$ cat src/hdl/sha1c_pkg.sv
`timescale 1ns / 1ps
package sha1c_pkg;

	typedef logic [31:0] word_t;
	typedef logic [4:0][31:0] chain_t;
	typedef logic [2:0] step_t;
	typedef logic [2:0] widx_t;
	typedef logic [2:0] cfg_idx_t;
	typedef logic [6:0] rnd_t;

	localparam int unsigned CHAIN_WORDS = 5;
	localparam widx_t LAST_IDX = 3'd4;
	localparam logic [3:0] LAST_WORD = 4'd15;
	localparam rnd_t LAST_ROUND = 7'd79;

	// register indexes of the configuration port
	localparam cfg_idx_t REG_INIT0 = 3'd0;
	localparam cfg_idx_t REG_INIT1 = 3'd1;
	localparam cfg_idx_t REG_INIT2 = 3'd2;
	localparam cfg_idx_t REG_INIT3 = 3'd3;
	localparam cfg_idx_t REG_INIT4 = 3'd4;

	localparam word_t IV0 = 32'h67452301;
	localparam word_t IV1 = 32'hEFCDAB89;
	localparam word_t IV2 = 32'h98BADCFE;
	localparam word_t IV3 = 32'h10325476;
	localparam word_t IV4 = 32'hC3D2E1F0;

	localparam word_t K0 = 32'h5A827999;
	localparam word_t K1 = 32'h6ED9EBA1;
	localparam word_t K2 = 32'h8F1BBCDC;
	localparam word_t K3 = 32'hCA62C1D6;

	// program steps
	localparam step_t STEP_LOAD  = 3'd0;
	localparam step_t STEP_SETUP = 3'd1;
	localparam step_t STEP_ROUND = 3'd2;
	localparam step_t STEP_ADD   = 3'd3;
	localparam step_t STEP_EMIT  = 3'd4;

	typedef enum logic [2:0] {
		COND_NONE,
		COND_BLOCK_DONE,
		COND_ROUND_LAST,
		COND_NOT_FINAL,
		COND_EMIT_DONE
	} cond_t;

	// datapath controls
	typedef struct packed {
		logic shift_in;
		logic restart;
		logic load_work;
		logic round_en;
		logic add_en;
	} ctl_t;

	// one control word of the program
	typedef struct packed {
		logic  in_ready;
		logic  load_work;
		logic  round_en;
		logic  add_en;
		logic  emit;
		cond_t cond;
		step_t target;
		logic  advance;
	} uword_t;

	function automatic uword_t ucode(input step_t pc);
		uword_t u;
		u = '{in_ready: 1'b0, load_work: 1'b0, round_en: 1'b0, add_en: 1'b0, emit: 1'b0,
			cond: COND_NONE, target: STEP_LOAD, advance: 1'b0};
		unique case (pc)
			STEP_LOAD: begin
				u.in_ready = 1'b1;
				u.cond = COND_BLOCK_DONE;
				u.target = STEP_SETUP;
			end
			STEP_SETUP: begin
				u.load_work = 1'b1;
				u.advance = 1'b1;
			end
			STEP_ROUND: begin
				u.round_en = 1'b1;
				u.cond = COND_ROUND_LAST;
				u.target = STEP_ADD;
			end
			STEP_ADD: begin
				u.add_en = 1'b1;
				u.cond = COND_NOT_FINAL;
				u.target = STEP_LOAD;
				u.advance = 1'b1;
			end
			STEP_EMIT: begin
				u.emit = 1'b1;
				u.cond = COND_EMIT_DONE;
				u.target = STEP_LOAD;
			end
			default: begin
				u.advance = 1'b0;
			end
		endcase
		return u;
	endfunction

	function automatic word_t rotl(input word_t v, input int unsigned n);
		return (v << n) | (v >> (32 - n));
	endfunction

	function automatic word_t round_f(input rnd_t r, input word_t b, input word_t c,
		input word_t d);
		word_t f;
		if (r < 7'd20) begin
			f = (b & c) | (~b & d);
		end else if (r >= 7'd40 && r < 7'd60) begin
			f = (b & c) | (b & d) | (c & d);
		end else begin
			f = b ^ c ^ d;
		end
		return f;
	endfunction

	function automatic word_t round_k(input rnd_t r);
		word_t k;
		if (r < 7'd20) begin
			k = K0;
		end else if (r < 7'd40) begin
			k = K1;
		end else if (r < 7'd60) begin
			k = K2;
		end else begin
			k = K3;
		end
		return k;
	endfunction

endpackage

$ cat src/hdl/sha1c_if.sv
`timescale 1ns / 1ps
interface sha1c_msg_if;
	import sha1c_pkg::*;
	logic  valid;
	logic  ready;
	word_t message_word;
	logic  chain_start;
	logic  final_block;
	modport source (output valid, message_word, chain_start, final_block, input ready);
	modport sink (input valid, message_word, chain_start, final_block, output ready);
endinterface

interface sha1c_dig_if;
	import sha1c_pkg::*;
	logic  valid;
	logic  ready;
	word_t digest_word;
	widx_t digest_index;
	logic  digest_last;
	modport source (output valid, digest_word, digest_index, digest_last, input ready);
	modport sink (input valid, digest_word, digest_index, digest_last, output ready);
endinterface

$ cat src/hdl/sha1_block_compressor.sv
`timescale 1ns / 1ps
// channel | dir | payload                                  | word accepted when
// msg     | in  | message_word, chain_start, final_block   | msg.valid && msg.ready
// dig     | out | digest_word, digest_index, digest_last   | dig.valid && dig.ready
// cfg     | in  | cfg_index, cfg_data (init words 0..4)    | cfg_we
//
// A block of sixteen message words is taken at one word per cycle, then the
// sequencer runs a setup step, the 80 rounds (one round per cycle on the
// single round adder) and an add step.
// A final block then offers the five digest words, held while dig.ready is low.
// msg.ready is low from the sixteenth word until the block (and digest) is done.
// Reset restores the standard initial chaining value in both the init registers
// and the chaining value; no clearing pass is needed.
module sha1_block_compressor
	import sha1c_pkg::*;
(
	input  logic          clk,
	input  logic          arst_n,
	input  logic          cfg_we,
	input  cfg_idx_t      cfg_index,
	input  word_t         cfg_data,
	sha1c_msg_if.sink     msg,
	sha1c_dig_if.source   dig
);

	step_t      pc_q;
	logic [3:0] cnt_q;      // words taken in the current block
	logic       final_q;    // final flag of the block being compressed
	widx_t      idx_q;      // digest word being offered
	chain_t     init_q;

	uword_t     uw;
	ctl_t       ctl;
	logic       msg_fire;
	logic       dig_fire;
	logic       block_done;
	logic       round_last;
	logic       cond_hit;
	word_t      out_word;

	// control word of the current step
	assign uw = ucode(pc_q);

	assign msg_fire = msg.valid && msg.ready;
	assign dig_fire = dig.valid && dig.ready;
	// a chain start restarts the count, so that word is never the sixteenth
	assign block_done = msg_fire && !msg.chain_start && (cnt_q == LAST_WORD);

	always_comb begin
		unique case (uw.cond)
			COND_NONE:       cond_hit = 1'b0;
			COND_BLOCK_DONE: cond_hit = block_done;
			COND_ROUND_LAST: cond_hit = round_last;
			COND_NOT_FINAL:  cond_hit = !final_q;
			COND_EMIT_DONE:  cond_hit = dig_fire && (idx_q == LAST_IDX);
			default:         cond_hit = 1'b0;
		endcase
	end

	assign ctl = '{shift_in: msg_fire, restart: msg_fire && msg.chain_start,
		load_work: uw.load_work, round_en: uw.round_en, add_en: uw.add_en};

	assign msg.ready = uw.in_ready;
	assign dig.valid = uw.emit;
	assign dig.digest_word = out_word;
	assign dig.digest_index = idx_q;
	assign dig.digest_last = (idx_q == LAST_IDX);

	sha1c_datapath u_dp (
		.clk        (clk),
		.arst_n     (arst_n),
		.ctl        (ctl),
		.msg_word   (msg.message_word),
		.init_words (init_q),
		.out_idx    (idx_q),
		.round_last (round_last),
		.out_word   (out_word)
	);

	// sequencer: jump on a taken condition, else step on or hold
	always_ff @(posedge clk or negedge arst_n) begin
		if (!arst_n) begin
			pc_q <= STEP_LOAD;
			cnt_q <= '0;
			final_q <= 1'b0;
			idx_q <= '0;
		end else begin
			if (cond_hit) begin
				pc_q <= uw.target;
			end else if (uw.advance) begin
				pc_q <= pc_q + 3'd1;
			end
			if (msg_fire) begin
				cnt_q <= msg.chain_start ? 4'd1 : cnt_q + 4'd1;
			end
			if (block_done) begin
				final_q <= msg.final_block;
			end
			if (dig_fire) begin
				idx_q <= (idx_q == LAST_IDX) ? '0 : idx_q + 3'd1;
			end
		end
	end

	// init word registers; indexes past the last one are dropped
	always_ff @(posedge clk or negedge arst_n) begin
		if (!arst_n) begin
			init_q <= {IV4, IV3, IV2, IV1, IV0};
		end else if (cfg_we) begin
			unique case (cfg_index)
				REG_INIT0: init_q[0] <= cfg_data;
				REG_INIT1: init_q[1] <= cfg_data;
				REG_INIT2: init_q[2] <= cfg_data;
				REG_INIT3: init_q[3] <= cfg_data;
				REG_INIT4: init_q[4] <= cfg_data;
				default: init_q <= init_q;
			endcase
		end
	end

	// input and output sides never open together
	assert property (@(posedge clk) disable iff (!arst_n) !(msg.ready && dig.valid))
		else $error("input ready while digest offered");

	// the sixteenth word closes the input side
	assert property (@(posedge clk) disable iff (!arst_n) block_done |=> !msg.ready)
		else $error("input still open after a full block");

	// nothing follows the last digest word
	assert property (@(posedge clk) disable iff (!arst_n)
		dig_fire && dig.digest_last |=> !dig.valid && idx_q == '0)
		else $error("digest output ran past the last word");

	// rounds run only with the input closed
	assert property (@(posedge clk) disable iff (!arst_n) uw.round_en |-> !msg.ready)
		else $error("rounds running with input open");

endmodule

$ cat src/hdl/sha1c_datapath.sv
`timescale 1ns / 1ps
module sha1c_datapath
	import sha1c_pkg::*;
(
	input  logic   clk,
	input  logic   arst_n,
	input  ctl_t   ctl,
	input  word_t  msg_word,
	input  chain_t init_words,
	input  widx_t  out_idx,
	output logic   round_last,
	output word_t  out_word
);

	// schedule window, oldest word at index 0
	word_t  win_q [16];
	chain_t chain_q;
	word_t  a_q, b_q, c_q, d_q, e_q;
	rnd_t   rnd_q;
	word_t  w_cur;
	word_t  t_sum;

	always_comb begin
		if (rnd_q < 7'd16) begin
			w_cur = win_q[0];
		end else begin
			w_cur = rotl(win_q[13] ^ win_q[8] ^ win_q[2] ^ win_q[0], 1);
		end
		t_sum = rotl(a_q, 5) + round_f(rnd_q, b_q, c_q, d_q) + e_q + round_k(rnd_q) + w_cur;
	end

	assign round_last = (rnd_q == LAST_ROUND);

	always_comb begin
		unique case (out_idx)
			3'd0: out_word = chain_q[0];
			3'd1: out_word = chain_q[1];
			3'd2: out_word = chain_q[2];
			3'd3: out_word = chain_q[3];
			default: out_word = chain_q[4];
		endcase
	end

	// the first sixteen rounds rotate the window once around, later rounds push W[t]
	always_ff @(posedge clk) begin
		if (ctl.shift_in || ctl.round_en) begin
			for (int i = 0; i < 15; i++) begin
				win_q[i] <= win_q[i + 1];
			end
			win_q[15] <= ctl.shift_in ? msg_word : w_cur;
		end
	end

	always_ff @(posedge clk or negedge arst_n) begin
		if (!arst_n) begin
			chain_q <= {IV4, IV3, IV2, IV1, IV0};
			a_q <= '0;
			b_q <= '0;
			c_q <= '0;
			d_q <= '0;
			e_q <= '0;
			rnd_q <= '0;
		end else begin
			if (ctl.restart) begin
				chain_q <= init_words;
			end else if (ctl.add_en) begin
				chain_q[0] <= chain_q[0] + a_q;
				chain_q[1] <= chain_q[1] + b_q;
				chain_q[2] <= chain_q[2] + c_q;
				chain_q[3] <= chain_q[3] + d_q;
				chain_q[4] <= chain_q[4] + e_q;
			end
			if (ctl.load_work) begin
				a_q <= chain_q[0];
				b_q <= chain_q[1];
				c_q <= chain_q[2];
				d_q <= chain_q[3];
				e_q <= chain_q[4];
				rnd_q <= '0;
			end else if (ctl.round_en) begin
				a_q <= t_sum;
				b_q <= a_q;
				c_q <= rotl(b_q, 30);
				d_q <= c_q;
				e_q <= d_q;
				rnd_q <= round_last ? '0 : rnd_q + 7'd1;
			end
		end
	end

endmodule
$ cat src/flat_wrapper.sv
// flat-port wrapper written by rule: the top's interface ports become plain ports
module sha1_block_compressor_flat import sha1c_pkg::*;
  (clk, arst_n, cfg_we, cfg_index, cfg_data, msg_valid, msg_message_word, msg_chain_start, msg_final_block, msg_ready, dig_valid, dig_digest_word, dig_digest_index, dig_digest_last, dig_ready);
  sha1c_msg_if msg_i ();
  sha1c_dig_if dig_i ();
  input  logic clk;
  input  logic arst_n;
  input  logic cfg_we;
  input  cfg_idx_t cfg_index;
  input  word_t cfg_data;
  input wire logic [$bits(msg_i.valid)-1:0] msg_valid;
  input wire logic [$bits(msg_i.message_word)-1:0] msg_message_word;
  input wire logic [$bits(msg_i.chain_start)-1:0] msg_chain_start;
  input wire logic [$bits(msg_i.final_block)-1:0] msg_final_block;
  output wire logic [$bits(msg_i.ready)-1:0] msg_ready;
  output wire logic [$bits(dig_i.valid)-1:0] dig_valid;
  output wire logic [$bits(dig_i.digest_word)-1:0] dig_digest_word;
  output wire logic [$bits(dig_i.digest_index)-1:0] dig_digest_index;
  output wire logic [$bits(dig_i.digest_last)-1:0] dig_digest_last;
  input wire logic [$bits(dig_i.ready)-1:0] dig_ready;
  assign msg_i.valid = msg_valid;
  assign msg_i.message_word = msg_message_word;
  assign msg_i.chain_start = msg_chain_start;
  assign msg_i.final_block = msg_final_block;
  assign msg_ready = msg_i.ready;
  assign dig_valid = dig_i.valid;
  assign dig_digest_word = dig_i.digest_word;
  assign dig_digest_index = dig_i.digest_index;
  assign dig_digest_last = dig_i.digest_last;
  assign dig_i.ready = dig_ready;
  sha1_block_compressor u_core (.clk(clk), .arst_n(arst_n), .cfg_we(cfg_we), .cfg_index(cfg_index), .cfg_data(cfg_data), .msg(msg_i), .dig(dig_i));
endmodule
$ cat config.mk
export PLATFORM = sky130hd
export DESIGN_NAME = sha1_block_compressor_flat
export DESIGN_NICKNAME = d
export VERILOG_FILES = /design/src/hdl/sha1c_pkg.sv /design/src/hdl/sha1c_if.sv /design/src/hdl/sha1_block_compressor.sv /design/src/hdl/sha1c_datapath.sv /design/src/flat_wrapper.sv
export SDC_FILE = /design/constraint.sdc
export NUM_CORES = 2
export LEC_CHECK = 0
export ABC_AREA = 1
export BUFFER_PORTS_ARGS = -buffer_cell sky130_fd_sc_hd__buf_4
export CAP_MARGIN = 30
export CELL_PAD_IN_SITES_DETAIL_PLACEMENT = 1
export CELL_PAD_IN_SITES_GLOBAL_PLACEMENT = 1
export CORE_UTILIZATION = 45
export CTS_BUF_LIST = sky130_fd_sc_hd__clkbuf_8
export CTS_CLUSTER_DIAMETER = 30
export DETAILED_ROUTE_END_ITERATION = 7
export GPL_TIMING_DRIVEN = 0
export PLACE_DENSITY = 0.75
export SYNTH_ARGS = -nofsm -noshare
export SYNTH_HDL_FRONTEND = slang
export SYNTH_SLANG_ARGS = --single-unit
$ cat constraint.sdc
create_clock -name clk -period 16.9 [get_ports clk]
set_clock_uncertainty 0.1 [all_clocks]
set_input_delay 2.535 -clock clk [delete_from_list [all_inputs] [get_ports clk]]
set_output_delay 2.535 -clock clk [all_outputs]
set_load 0.02 [all_outputs]
==> flow_metrics.env <==
export IMPL_drt_first_pass_iters=7
export IMPL_cts_resized=0
export IMPL_slowest_delay_ns=0.74
export IMPL_rows=126
export IMPL_grt_total_usage_pct=44.2
export IMPL_grt_start_max_net_pins=101
export IMPL_ys_flop_type="edfxtp_1"
export IMPL_ys_types=56
export IMPL_multi_input_area_um2=22800
export IMPL_power_density_nw_per_um2=99.8
export IMPL_wl_met1_um=97900
export IMPL_dr_wl_met2_um=120000
export IMPL_grt_pass1_vias=50371
export IMPL_total_power_w=0.00631
export IMPL_start_util_pct=45.6
export IMPL_synthToLayoutAreaGrowth_pct=17.1
export IMPL_ys_ff_latch=1010
export IMPL_path_delay_family="buffers and inverters"
export IMPL_status="complete, no violations"
export IMPL_worstPathMaxFanout=10
export IMPL_fillers=13513
export IMPL_ir_drop_mv=0.0960
export IMPL_dr_max_layer_used="met5"
export IMPL_max_slew_worst_pin_slew_ns=1.14
export IMPL_routedWlPerCell_um=33.6
export IMPL_cts_setup_buffers=0
export IMPL_cts_sinks=1010
export IMPL_final_cell_area_um2=63200
export IMPL_io_pins=112
export IMPL_finalHoldViolCount=0
export IMPL_ys_warn_count=0
export IMPL_critPathBufInv=6
export IMPL_via_per_inst=6.10
export IMPL_relSlewSlack_pct=23.8
export IMPL_synthMostInstantiatedCell="nand2_1"
export IMPL_die_height_um=348
export IMPL_hold_ws_ns=0.279
export IMPL_power_static_leakage_nw=25.3
export IMPL_drcViolationCount=0
export IMPL_grt_pass1_wl_um=371000
export IMPL_endpoint_kind="output pin"
export IMPL_cts_clk_slew_worst_paths_ns=0.07
export IMPL_pre_cts_slack_ns=10.13
export IMPL_netlist_instances=5728
export IMPL_crit_chain="inv_1 -> clkbuf_1 -> ha_1 -> clkbuf_1 -> clkinv_1 -> clkbuf_1 -> o22ai_1 -> a221oi_1 -> nand2_1 -> buf_4"
export IMPL_htreeDepth=5
export IMPL_cap_viol_max_count=0
export IMPL_setup_tns_ns=0
export IMPL_antenna_found_initial=25
export IMPL_drtIter0Drc=5051
export IMPL_cts_hold_buf=0
export IMPL_vias=48568
export IMPL_yosys_top_cells_count="nand2_1 (1,440), inv_1 (620), edfxtp_1 (512)"
export IMPL_dr_wl_met3_um=23500
export IMPL_ys_seq_area_share_pct=52.0
export IMPL_critPathSlowestCell="clkbuf_1"
export IMPL_final_antenna_net_count=0
export IMPL_place_gp_congestion=1.13
export IMPL_start_kind="flop"
export IMPL_final_nets=6550
export IMPL_port_buffers=110
export IMPL_period_minus_slack_ns=7.95
export IMPL_worst_path_most_repeated_cell="clkbuf_1"
export IMPL_clockBufferDepth=4
export IMPL_critical_path_class="flop to output pin"
export IMPL_synth_edf_count=512
export IMPL_cts_made_buffers=274
export IMPL_coreArea_um2=118000
export IMPL_ys_top_cells_by_area="edfxtp_1 (28%), dfrtp_1 (16%), nand2_1 (10%), dfstp_2 (7.8%), ha_1 (4.8%)"
export IMPL_layout_drive_gt1_share_pct=13.2
export IMPL_final_max_slew_viol_count=0
export IMPL_syn_num_nets=6133
export IMPL_synthArstFlopShare_pct=49.3
export IMPL_setup_ws_ns=8.95
export IMPL_syn_avg_cell_area_um2=9.42
export IMPL_arrival_ns=5.32
export IMPL_synth_top_area_share_pct=28.5
export IMPL_min_path_type="flop to flop"
export IMPL_grt_overflow=0
export IMPL_hpwl_um=206000
export IMPL_routed_wl_um=268000
export IMPL_regArea_um2=28000
export IMPL_max_freq_mhz=126
export IMPL_cts_root_buf="clkbuf_8"
export IMPL_yosysTopAreaCell="edfxtp_1"
export IMPL_die_area_um2=121000
export IMPL_die_x_um=348
export IMPL_setup_viol=0
export IMPL_clock_latency_ns=1.04
export IMPL_dpl_cell_area_um2=57300
export IMPL_rsz0062_at_grt="false"
export IMPL_synth_area_um2=54000
export IMPL_timing_final_crit_share_pct=47.1
export IMPL_cts_tree="done"
export IMPL_cp_required_ns=14.27
## final timing paths
path | start | to | slack (ns) | depth (start not counted)
max in group asynchronous | arst_n | u_core.u_dp.b_q[3] | 13.00 | 5
hold reg to reg | u_core.u_dp.win_q[1][224] | u_core.u_dp.win_q[1][192] | 0.28 | 0
setup reg to reg | u_core.u_dp.rnd_q[4] | u_core.u_dp.a_q[25] | 10.40 | 22
setup / recovery | u_core.dig.digest_index[2] | dig_digest_word[17] | 8.95 | 10
hold / removal | u_core.u_dp.win_q[1][224] | u_core.u_dp.win_q[1][192] | 0.28 | 0
min in group asynchronous | arst_n | u_core.init_q[93] | 1.43 | 1
## report_power, final
group | internal (W) | leakage, nW | switching (W)
sequential | 0.00267 | 9.14 | 0.0000529
clock | 0.00210 | 3.14 | 0.00135
combinational | 0.0000439 | 13.0 | 0.0000913
total | 0.00481 | 25.3 | 0.00150
## cell type report
class                           instances  area share [%]
Sequential cell                      1010            44.4
Inverter                              631            3.75
Multi-Input combinational cell       3909            36.0
Antenna cell                           15          0.0594
Timing Repair Buffer                  141            2.19
Clock buffer                          313            6.82
Buffer                                178            1.28
Clock inverter                        167            2.37
Tap cell                             1600            3.17
## through the flow
step	util [%]	instances
finish	53.4	7964
global route	53.4	7955
CTS	53.3	7948
detailed placement	48.4	7468
global placement	48.0	7438
floorplan	-	5728
## state kept, by name (all words and copies together), names as in the netlist, 3 cells and up
| signal | flops |
|---|---|
| u_core.cnt_q | 4 |
| u_core.dig.digest_index | 3 |
| u_core.init_q | 160 |
| u_core.pc_q | 3 |
| u_core.u_dp.a_q | 32 |
| u_core.u_dp.b_q | 32 |
| u_core.u_dp.c_q | 32 |
| u_core.u_dp.chain_q | 160 |
| u_core.u_dp.d_q | 32 |
| u_core.u_dp.e_q | 32 |
| u_core.u_dp.rnd_q | 7 |
| u_core.u_dp.win_q | 512 |
## metal layers
layer,GRT usage (%),up-vias
met4,37.3,14
met1,51.4,24506
met3,11.0,923
li1,-,20440
met2,68.7,2685
met5,0.360,-
## logic make-up after synthesis
logic type,synth area share [%]
compound gates,13.6
xor+xnor,2.47
flops,52.0
buf+inv,5.89
fa+ha+maj,9.41
mux,0.0812
simple gates,16.6
## cells in the final DEF (no fill, tap or decap), types with 121 or more instances in the layout
cell and count:
nand3_1 307, dfrtp_1 338, buf_4 121, dfstp_2 160, a21oi_1 332, fa_1 125
xnor2_1 134, nand2_1 1439, ha_1 206, nor2_1 316, clkbuf_8 313, edfxtp_1 512
o21ai_0 482, inv_1 669
Power figures use the tool's default switching activity.
